$ cat config.mk
export PLATFORM = sky130hd
export DESIGN_NAME = utf8_key_stream_decoder
export DESIGN_NICKNAME = d
export VERILOG_FILES = /design/src/rtl/u8kd_pkg.sv /design/src/rtl/u8kd_decode.sv /design/src/rtl/u8kd_out_fifo.sv /design/src/rtl/utf8_key_stream_decoder.sv
export SDC_FILE = /design/constraint.sdc
export NUM_CORES = 1
export LEC_CHECK = 0
export ABC_AREA = 1
export BUFFER_PORTS_ARGS = -buffer_cell sky130_fd_sc_hd__buf_2
export CAP_MARGIN = 20
export CORE_MARGIN = 2
export CORE_UTILIZATION = 30
export CTS_CLUSTER_DIAMETER = 100
export CTS_CLUSTER_SIZE = 24
export DETAILED_ROUTE_END_ITERATION = 6
export GPL_TIMING_DRIVEN = 0
export PLACE_DENSITY = 0.5
export SYNTH_ARGS = -nofsm -noshare
export SYNTH_HDL_FRONTEND = slang
export SYNTH_SLANG_ARGS = --single-unit
$ cat constraint.sdc
create_clock -name clk_i -period 3.1 [get_ports clk_i]
set_input_delay 0.465 -clock clk_i [delete_from_list [all_inputs] [get_ports clk_i]]
set_output_delay 0.465 -clock clk_i [all_outputs]
set_load 0.005 [all_outputs]
$ cat src/rtl/u8kd_pkg.sv
// Shared types and constants for the UTF-8 key stream decoder.
`default_nettype none

package u8kd_pkg;

  // One input beat: a raw byte or a special key code, with its modifiers.
  typedef struct packed {
    logic [9:0] key_code;
    logic [2:0] key_modifier;
  } in_item_t;

  // One result beat.
  typedef struct packed {
    logic [30:0] code_point;
    logic        is_special;
    logic [2:0]  out_modifier;
    logic        last_of_run;
  } out_item_t;

  // Up to two results produced by one decoded input.
  typedef struct packed {
    logic [1:0] count;
    out_item_t  first;
    out_item_t  second;
  } res_bundle_t;

  localparam logic [30:0] ReplChar     = 31'h0000_FFFD;
  localparam logic [30:0] SurrogateLo  = 31'h0000_D800;
  localparam logic [30:0] SurrogateHi  = 31'h0000_DFFF;
  localparam logic [9:0]  SpecialBase  = 10'h100;
  localparam logic [5:0]  ContMask     = 6'h3F;

  // Smallest legal value for each sequence length, two to six bytes.
  localparam logic [30:0] MinLen2 = 31'h0000_0080;
  localparam logic [30:0] MinLen3 = 31'h0000_0800;
  localparam logic [30:0] MinLen4 = 31'h0001_0000;
  localparam logic [30:0] MinLen5 = 31'h0020_0000;
  localparam logic [30:0] MinLen6 = 31'h0400_0000;

endpackage : u8kd_pkg

`default_nettype wire

$ cat src/rtl/u8kd_decode.sv
// Decode core: sequence state registers and the single-pass decode of one byte.
`default_nettype none

module u8kd_decode
  import u8kd_pkg::*;
(
  input  wire logic        clk_i,
  input  wire logic        rst_ni,
  input  wire logic        fire_i,
  input  wire logic        mode_i,
  input  wire in_item_t    item_i,
  output res_bundle_t      res_o
);

  logic [30:0] acc_q, acc_d;
  logic [2:0]  rem_q, rem_d;
  logic [30:0] min_q, min_d;
  logic [2:0]  pmod_q, pmod_d;

  logic [9:0]  key;
  logic [2:0]  kmod;
  logic        pending;
  logic        is_cont;
  logic        is_start;
  logic [30:0] acc_shift;
  logic [2:0]  rem_dec;
  logic [30:0] done_val;
  out_item_t   new_res;
  logic        new_emits;

  assign key       = item_i.key_code;
  assign kmod      = item_i.key_modifier;
  assign pending   = (rem_q != 3'd0);
  assign is_cont   = mode_i && (key[9:6] == 4'b0010);
  assign is_start  = (key[9:6] == 4'b0011) && (key[7:1] != 7'h7F);
  assign acc_shift = {acc_q[24:0], key[5:0] & ContMask};
  assign rem_dec   = rem_q - 3'd1;

  // A finished value that is overlong or a surrogate is replaced.
  always_comb begin
    if ((acc_shift < min_q) || ((acc_shift >= SurrogateLo) && (acc_shift <= SurrogateHi))) begin
      done_val = ReplChar;
    end else begin
      done_val = acc_shift;
    end
  end

  // Result of the byte taken as the start of something new.
  always_comb begin
    new_res   = '0;
    new_emits = 1'b1;
    new_res.last_of_run  = 1'b1;
    new_res.out_modifier = kmod;
    if (key >= SpecialBase) begin
      new_res.code_point = {21'd0, key};
      new_res.is_special = 1'b1;
    end else if (!key[7] || !mode_i) begin
      new_res.code_point = {21'd0, key};
    end else if (is_start) begin
      new_emits = 1'b0;
    end else begin
      new_res.code_point = ReplChar;
    end
  end

  // Next state and the results for this beat.
  always_comb begin
    acc_d  = acc_q;
    rem_d  = rem_q;
    min_d  = min_q;
    pmod_d = pmod_q;
    res_o  = '0;
    if (pending && is_cont) begin
      acc_d = acc_shift;
      rem_d = rem_dec;
      if (rem_dec == 3'd0) begin
        res_o.count              = 2'd1;
        res_o.first.code_point   = done_val;
        res_o.first.out_modifier = pmod_q;
        res_o.first.last_of_run  = 1'b1;
      end
    end else begin
      rem_d = 3'd0;
      // A start byte in decoding mode opens a new sequence.
      if (is_start && mode_i && (key < SpecialBase)) begin
        pmod_d = kmod;
        priority if (!key[5]) begin
          acc_d = {26'd0, key[4:0]};
          min_d = MinLen2;
          rem_d = 3'd1;
        end else if (!key[4]) begin
          acc_d = {27'd0, key[3:0]};
          min_d = MinLen3;
          rem_d = 3'd2;
        end else if (!key[3]) begin
          acc_d = {28'd0, key[2:0]};
          min_d = MinLen4;
          rem_d = 3'd3;
        end else if (!key[2]) begin
          acc_d = {29'd0, key[1:0]};
          min_d = MinLen5;
          rem_d = 3'd4;
        end else begin
          acc_d = {30'd0, key[0]};
          min_d = MinLen6;
          rem_d = 3'd5;
        end
      end
      if (pending) begin
        // The pending sequence was cut short: replacement first.
        res_o.first.code_point   = ReplChar;
        res_o.first.out_modifier = pmod_q;
        res_o.first.last_of_run  = !new_emits;
        res_o.second             = new_res;
        res_o.count              = new_emits ? 2'd2 : 2'd1;
      end else begin
        res_o.first = new_res;
        res_o.count = new_emits ? 2'd1 : 2'd0;
      end
    end
    if (!fire_i) begin
      acc_d       = acc_q;
      rem_d       = rem_q;
      min_d       = min_q;
      pmod_d      = pmod_q;
      res_o.count = 2'd0;
    end
  end

  // Sequence state.
  always_ff @(posedge clk_i or negedge rst_ni) begin
    if (!rst_ni) begin
      acc_q  <= '0;
      rem_q  <= '0;
      min_q  <= '0;
      pmod_q <= '0;
    end else begin
      acc_q  <= acc_d;
      rem_q  <= rem_d;
      min_q  <= min_d;
      pmod_q <= pmod_d;
    end
  end

endmodule : u8kd_decode

`default_nettype wire

$ cat src/rtl/u8kd_out_fifo.sv
// Four-entry queue: takes up to two beats, gives one per cycle unless stalled.
`default_nettype none

module u8kd_out_fifo
  import u8kd_pkg::*;
(
  input  wire logic        clk_i,
  input  wire logic        rst_ni,
  input  wire res_bundle_t push_i,
  output logic             room2_o,
  output logic             out_valid_o,
  input  wire logic        out_stall_i,
  output out_item_t        out_o
);

  out_item_t  mem_q [4];
  logic [1:0] wr_q, wr_d;
  logic [1:0] rd_q, rd_d;
  logic [2:0] cnt_q, cnt_d;
  logic       pop;
  logic [1:0] wr_nxt;

  assign out_valid_o = (cnt_q != 3'd0);
  assign out_o       = mem_q[rd_q];
  assign pop         = out_valid_o && !out_stall_i;
  assign room2_o     = (cnt_q < 3'd3);
  assign wr_nxt      = wr_q + 2'd1;

  // Pointer and fill count update.
  always_comb begin
    wr_d  = wr_q + push_i.count;
    rd_d  = pop ? (rd_q + 2'd1) : rd_q;
    cnt_d = cnt_q + {1'b0, push_i.count} - {2'd0, pop};
  end

  always_ff @(posedge clk_i or negedge rst_ni) begin
    if (!rst_ni) begin
      wr_q  <= '0;
      rd_q  <= '0;
      cnt_q <= '0;
    end else begin
      wr_q  <= wr_d;
      rd_q  <= rd_d;
      cnt_q <= cnt_d;
    end
  end

  // Result storage.
  always_ff @(posedge clk_i) begin
    if (push_i.count != 2'd0) begin
      mem_q[wr_q] <= push_i.first;
    end
    if (push_i.count == 2'd2) begin
      mem_q[wr_nxt] <= push_i.second;
    end
  end

endmodule : u8kd_out_fifo

`default_nettype wire

$ cat src/rtl/utf8_key_stream_decoder.sv
// Top level of the UTF-8 key stream decoder: input register, decode core, result queue.
// A beat passes the input register, then the result queue, before its first result appears.
// Throughput: one input beat per cycle unless stalled; two results of a beat are queued together.
// The input register advances only while the four-entry result queue has room for two beats.
// Reset clears all sequence state, empties the queue and sets mode_q to 1.
`default_nettype none

module utf8_key_stream_decoder
  import u8kd_pkg::*;
(
  input  wire logic      clk_i,
  input  wire logic      rst_ni,
  input  wire logic      cfg_valid_i,
  output logic           cfg_ready_o,
  input  wire logic      cfg_data_i,
  input  wire logic      in_valid_i,
  output logic           in_stall_o,
  input  wire in_item_t  in_i,
  output logic           out_valid_o,
  input  wire logic      out_stall_i,
  output out_item_t      out_o
);

  logic        mode_q;
  logic        in_vld_q, in_vld_d;
  in_item_t    in_q;
  logic        room2;
  logic        advance;
  logic        accept;
  res_bundle_t res;

  assign cfg_ready_o = 1'b1;
  assign advance     = in_vld_q && room2;
  assign in_stall_o  = in_vld_q && !room2;
  assign accept      = in_valid_i && !in_stall_o;

  // Mode register.
  always_ff @(posedge clk_i or negedge rst_ni) begin
    if (!rst_ni) begin
      mode_q <= 1'b1;
    end else if (cfg_valid_i && cfg_ready_o) begin
      mode_q <= cfg_data_i;
    end
  end

  // Input register.
  always_comb begin
    if (accept) begin
      in_vld_d = 1'b1;
    end else if (advance) begin
      in_vld_d = 1'b0;
    end else begin
      in_vld_d = in_vld_q;
    end
  end

  always_ff @(posedge clk_i or negedge rst_ni) begin
    if (!rst_ni) begin
      in_vld_q <= 1'b0;
    end else begin
      in_vld_q <= in_vld_d;
    end
  end

  always_ff @(posedge clk_i) begin
    if (accept) begin
      in_q <= in_i;
    end
  end

  u8kd_decode u_decode (
    .clk_i  (clk_i),
    .rst_ni (rst_ni),
    .fire_i (advance),
    .mode_i (mode_q),
    .item_i (in_q),
    .res_o  (res)
  );

  u8kd_out_fifo u_out_fifo (
    .clk_i       (clk_i),
    .rst_ni      (rst_ni),
    .push_i      (res),
    .room2_o     (room2),
    .out_valid_o (out_valid_o),
    .out_stall_i (out_stall_i),
    .out_o       (out_o)
  );

endmodule : utf8_key_stream_decoder

`default_nettype wire
; ---- After elaboration in Yosys (flattened, before gate mapping)
; Memory sizes are Yosys's and may differ from the RTL's.
; Index checks and enable logic that the tools add are counted.
[classes]
order_cmp = 6
bitwise_logic = 1
n_mux = 43
n_addsub = 6
n_eq_ne = 4
reduce_logical = 26
[ops]
columns = op, n
row1 = 31-bit 2-to-1 mux, 6
row2 = 25-bit 2-to-1 mux, 5
row3 = 36-bit 2-to-1 mux, 2
row4 = 33-bit 2-to-1 mux, 2
row5 = 32-bit 2-to-1 mux, 1
row6 = 31-bit by 16-bit >= comparator with 1-bit output (second input constant), 1
row7 = 31-bit by 16-bit less-or-equal comparator with 1-bit output (second input constant), 1
row8 = 31-bit < comparator, 1
row9 = 27-bit 2-to-1 mux, 1
row10 = 16-bit 2-to-1 mux, 1
row11 = 3-bit 2-to-1 mux, 5
row12 = 1-bit 2-to-1 mux, 14
row13 = 4-bit 2-to-1 mux, 3
row14 = 10-bit by 9-bit >= comparator with 1-bit output (second input constant), 1
row15 = 1-bit logical AND, 10
row16 = 10-bit by 9-bit < comparator with 1-bit output (second input constant), 1
row17 = 4-bit by 2-bit == test with 1-bit output (second input constant), 2
row18 = 7-bit inequality test (second input constant), 1
row19 = 1-bit zero test, 6
row20 = 2-bit 2-to-1 mux, 3
row21 = 2-bit nonzero test, 3
row22 = 3-bit nonzero test, 2
row23 = 2-bit by 1-bit adder with 2-bit output (second input constant), 2
row24 = 3-bit by 2-bit adder with 3-bit output, 1
row25 = other kinds (10), 11
[totals]
ram_bits = 144
mem_count = 1
output_inout_bits = 39
input_bits = 19
reg_bits = 84
wordCells = 98
[mem_list]
columns = memory, words, width, rd, rd_ports_with_merged_regs, write_ports, line_no
row1 = u_out_fifo.mem_q, 4, 36, 1, 0, 2, u8kd_out_fifo.sv:16  ; out_item_t mem_q [4];

; ---- Depth between registers and ports, before layout
[depth]
word_depth = 12
mapped_depth = 15
mapped_depth_nobuf = 14

; ---- By module
; From an unflattened synthesis, not the netlist that was laid out.
[unflattened]
cells_unflattened = 1403
area_unflattened_um2 = 11284.6
[modules_own_cells]
columns = mod, area_per_inst_um2, instances, seq_area_each_um2, cells_per_inst
row1 = u8kd_out_fifo, 8101.5, 1, 4499.3, 996
row2 = u8kd_decode, 2677.6, 1, 900.9, 379
row3 = utf8_key_stream_decoder, 505.5, 1, 441.7, 28

; ---- Worst setup path before layout
; Ideal clock, no wire load.
[synth_path]
path_kind = reg2reg
from = register in_q[7] (netlist name)
to = memory u_out_fifo.mem_q[2][0] (netlist name), enable pin
slack_ns = 0.162
period_less_slack_ns = 2.938
setup_time_ns = 0.376
t_required_ns = 2.724
arrival_time_ns = 2.562
stages_incl_launch_ff = 12
path_buffers = 1
path_cell_list = edfxtp_1 > nand2_2 > nor2_1 > a31oi_1 > nand2_1 > ha_1 > inv_1 > nand4_2 > nor2_1 > nor2_8 > buf_6 > inv_1
[synth_lines]
columns = element, line_no
row1 = "start, declared", utf8_key_stream_decoder.sv:26  ; in_item_t in_q;
row2 = "start signal, assigned", utf8_key_stream_decoder.sv:67  ; in_q <= in_i;
row3 = "end, declared", u8kd_out_fifo.sv:16

==> metrics.txt <==
Critical Path Fanout Max 10; most frequent cell after synthesis nand2_1; max_cap viols 0; min-delay worst type in -> reg; row cnt 66; GPL Wtd Cong 0.848; WS Path Type reg -> out; Core Region 32500 um2; Util after Layout 0.353; outcome complete, no violations; Worst Skew 34.6 ps; Synth-to-Final Area Change 15.8%; cell area after synthesis 9910 um2; initial core utilization 0.305; slowest CP cell clkbuf_1; top-area cell type share of the netlist area 0.294; final hold vios 0; H-tree depth 1; input/output buffers 56; Worst EP required 2630 ps; Buf+Inv Stages, Crit Path 3; DR pass1 iterations 5; clk buf depth 3; Post-synth EDFFs 97; vias in the first global route 8027; routed vias 8271; total track usage 0.187; Setup crit start kind flop; delay-heaviest family, CP buffers and inverters; Die X 186 um; CTS Root Cell clkbuf_16; antenna viol nets, final 0; CP Capture Type primary output; Peak Freq 337 MHz; RSZ-0062 raised after global routing false; pins over their slew limit 0; critical path startpoint u_out_fifo.rd_q[0]; DR iter-0 viols 775; final setup TNS 0 ps; Cells after Synth 1139; Num CTS Buffers 12; Syn Area/Cell 8.70 um2; Pwr Density 817 nW/um2; CTS tree done; Period minus WS final 2960 ps; dpl cells 1637; initial antenna violation count 0; Setup-failing EPs final 0; area leader, netlist edfxtp_1; Final nets 1271; Synth area leaders edfxtp_1 29%, dfxtp_1 12%, nand2_1 12%, dfrtp_1 11%, o21ai_0 5.4%; min-delay src in_i[0]; dpl ws -904 ps; Non-Filler Instances 1686; share of cells above drive strength 1 0.162; Worst-path clk slew 100 ps; ANT cells 0; FF/Latch Area 5240 um2; Die H 186 um; Seq/Total Area, Yosys 0.529; DRC Markers 0; CP peak stage delay 610 ps; asr flop ratio synth 0.223; die area 34500 um2; post-route cell area 11500 um2; final wirelength 31500 um; Final Cycle Share 0.956; pin slew with the least headroom to its limit 828 ps; ys flop type edfxtp_1; Slew headroom 0.444; number of vias per cell 4.91; CP Cell Sequence clkbuf_1 > clkbuf_1 > nor2_1 > o22ai_1 > buf_2; area taken by multi-input logic gates 4040 um2; largest net degree at the start of global routing 46; DP HPWL 22200 um; Num Clock Sinks 202; peak supply drop 0.502 mV; library cells used by synthesis 48; Synth Register Bits 202; Post-synth top cells 306 x nand2_1, 110 x nor2_1, 107 x o21ai_0; io pins 58; Leak 0.00485 uW; grt total ovfl 0; Wirelength per Cell 18.7 um; fillcell total 3457; first-pass GRT wire length 48300 um; WP data arrival 2500 ps; clk_lat worst skew 500 ps; most used cell, CP clkbuf_1; Reg-to-Reg Start in_q[6]; Warnings, synthesis 0; Post-Syn Nets 1172; Post-DP Area 10700 um2; PnR worst setup slack 135 ps
## routing by layer
layer,GRT usage,vias up,part of all wire
met1,0.266,3954,0.47
met3,0.0235,37,0.055
met4,0.0447,0,0.020
li1,-,4040,-
met2,0.300,240,0.46
met5,0,-,0
## worst paths after layout
path	end	slack, ps	cells after the start
max in group asynchronous	u_decode.acc_q[23]	2200	3
hold / removal	in_q[0]	140	1
hold reg to reg	u_out_fifo.mem_q[1][30]	460	2
min in group asynchronous	u_decode.acc_q[0]	370	2
setup / recovery	out_o[0]	140	5
setup reg to reg	u_out_fifo.mem_q[3][1]	200	15
## through the flow
step	power (uW)	hold WS [ps]
after floorplan	5900	169
after global placement	7440	431
after detailed placement	7470	435
after CTS	9390	121
after global routing	9990	119
final	9370	139
## timing repair
item	in CTS	in global routing
cloned	4	0
gates resized for setup	22	6
hold endpoints to repair	0	8
hold buffers	0	1
pin swaps	0	2
setup buffers	14	8
setup endpoints to repair	145	109
## worst register-to-register path, cell delays in order (launching register included)
cell and delay, ps:
edfxtp_1 510, nand2_2 170, nor2_2 70, a31oi_2 200, nand2_2 140, ha_1 310
inv_1 110, nand2_1 80, nand3_2 120, nand2_4 80, inv_8 130, nor2_8 70
nor2_8 170, buf_6 220, clkinvlp_4 140, buf_12 160
## where the power goes
group | internal, uW | leakage [uW] | total [uW] | switching, uW
combinational | 1340 | 0.00267 | 4180 | 2840
sequential | 3270 | 0.00200 | 3450 | 177
clock | 811 | 0.000181 | 1740 | 932
## cell families (layout without fill, tap and decap cells)
kind of cell / after synthesis / after routing / share of synthesized area
AOI/OAI and AO/OA: 236 / 236 / 0.143
xor gates and xnor gates: 5 / 5 / 0.00442
adders and majority gates: 14 / 14 / 0.0184
buffers and inverters: 150 / 255 / 0.0684
DFF: 202 / 202 / 0.529
other: 1 / 1 / 0.000378
and+or+nand+nor: 531 / 531 / 0.236
## flip-flops by register name, indices dropped and copies added (netlist names)
| name | flops |
|---|---|
| u_out_fifo.mem_q | 144 |
| u_decode.acc_q | 25 |
| in_q | 13 |
| u_decode.min_q | 5 |
| u_decode.pmod_q | 3 |
| u_decode.rem_q | 3 |
| u_out_fifo.cnt_q | 3 |
| u_out_fifo.rd_q | 2 |
| u_out_fifo.wr_q | 2 |
| in_vld_q | 1 |
| mode_q | 1 |
## cell type report
class / instances / area share
buffer: 54 / 0.0277
clock buffer: 18 / 0.0309
clock inverter: 2 / 0.00131
inverter: 96 / 0.0337
multi-input combinational: 787 / 0.352
sequential: 202 / 0.457
tap: 442 / 0.0482
timing repair buffer: 81 / 0.0465
timing repair inverter: 4 / 0.00262
## layout by cell type (no fill, tap or decap), types with 3 or more instances in the layout
cell	count
dfxtp_1	60
o22ai_1	74
dfrtp_1	44
xnor2_1	3
clkbuf_16	13
o21ai_2	20
inv_2	10
o22ai_2	5
o21ai_1	8
nand2_1	305
buf_4	29
nand3_1	79
nor2_8	8
o21ai_0	107
edfxtp_1	97
clkbuf_1	30
nor3_1	9
nor2_1	105
inv_1	79
ha_1	13
nand2_2	5
buf_6	9
o221ai_1	3
a21oi_1	10
clkinvlp_4	8
buf_12	5
buf_2	63
nand3_2	5
nor2_4	5
No activity file was read; power rests on OpenSTA's default activity.
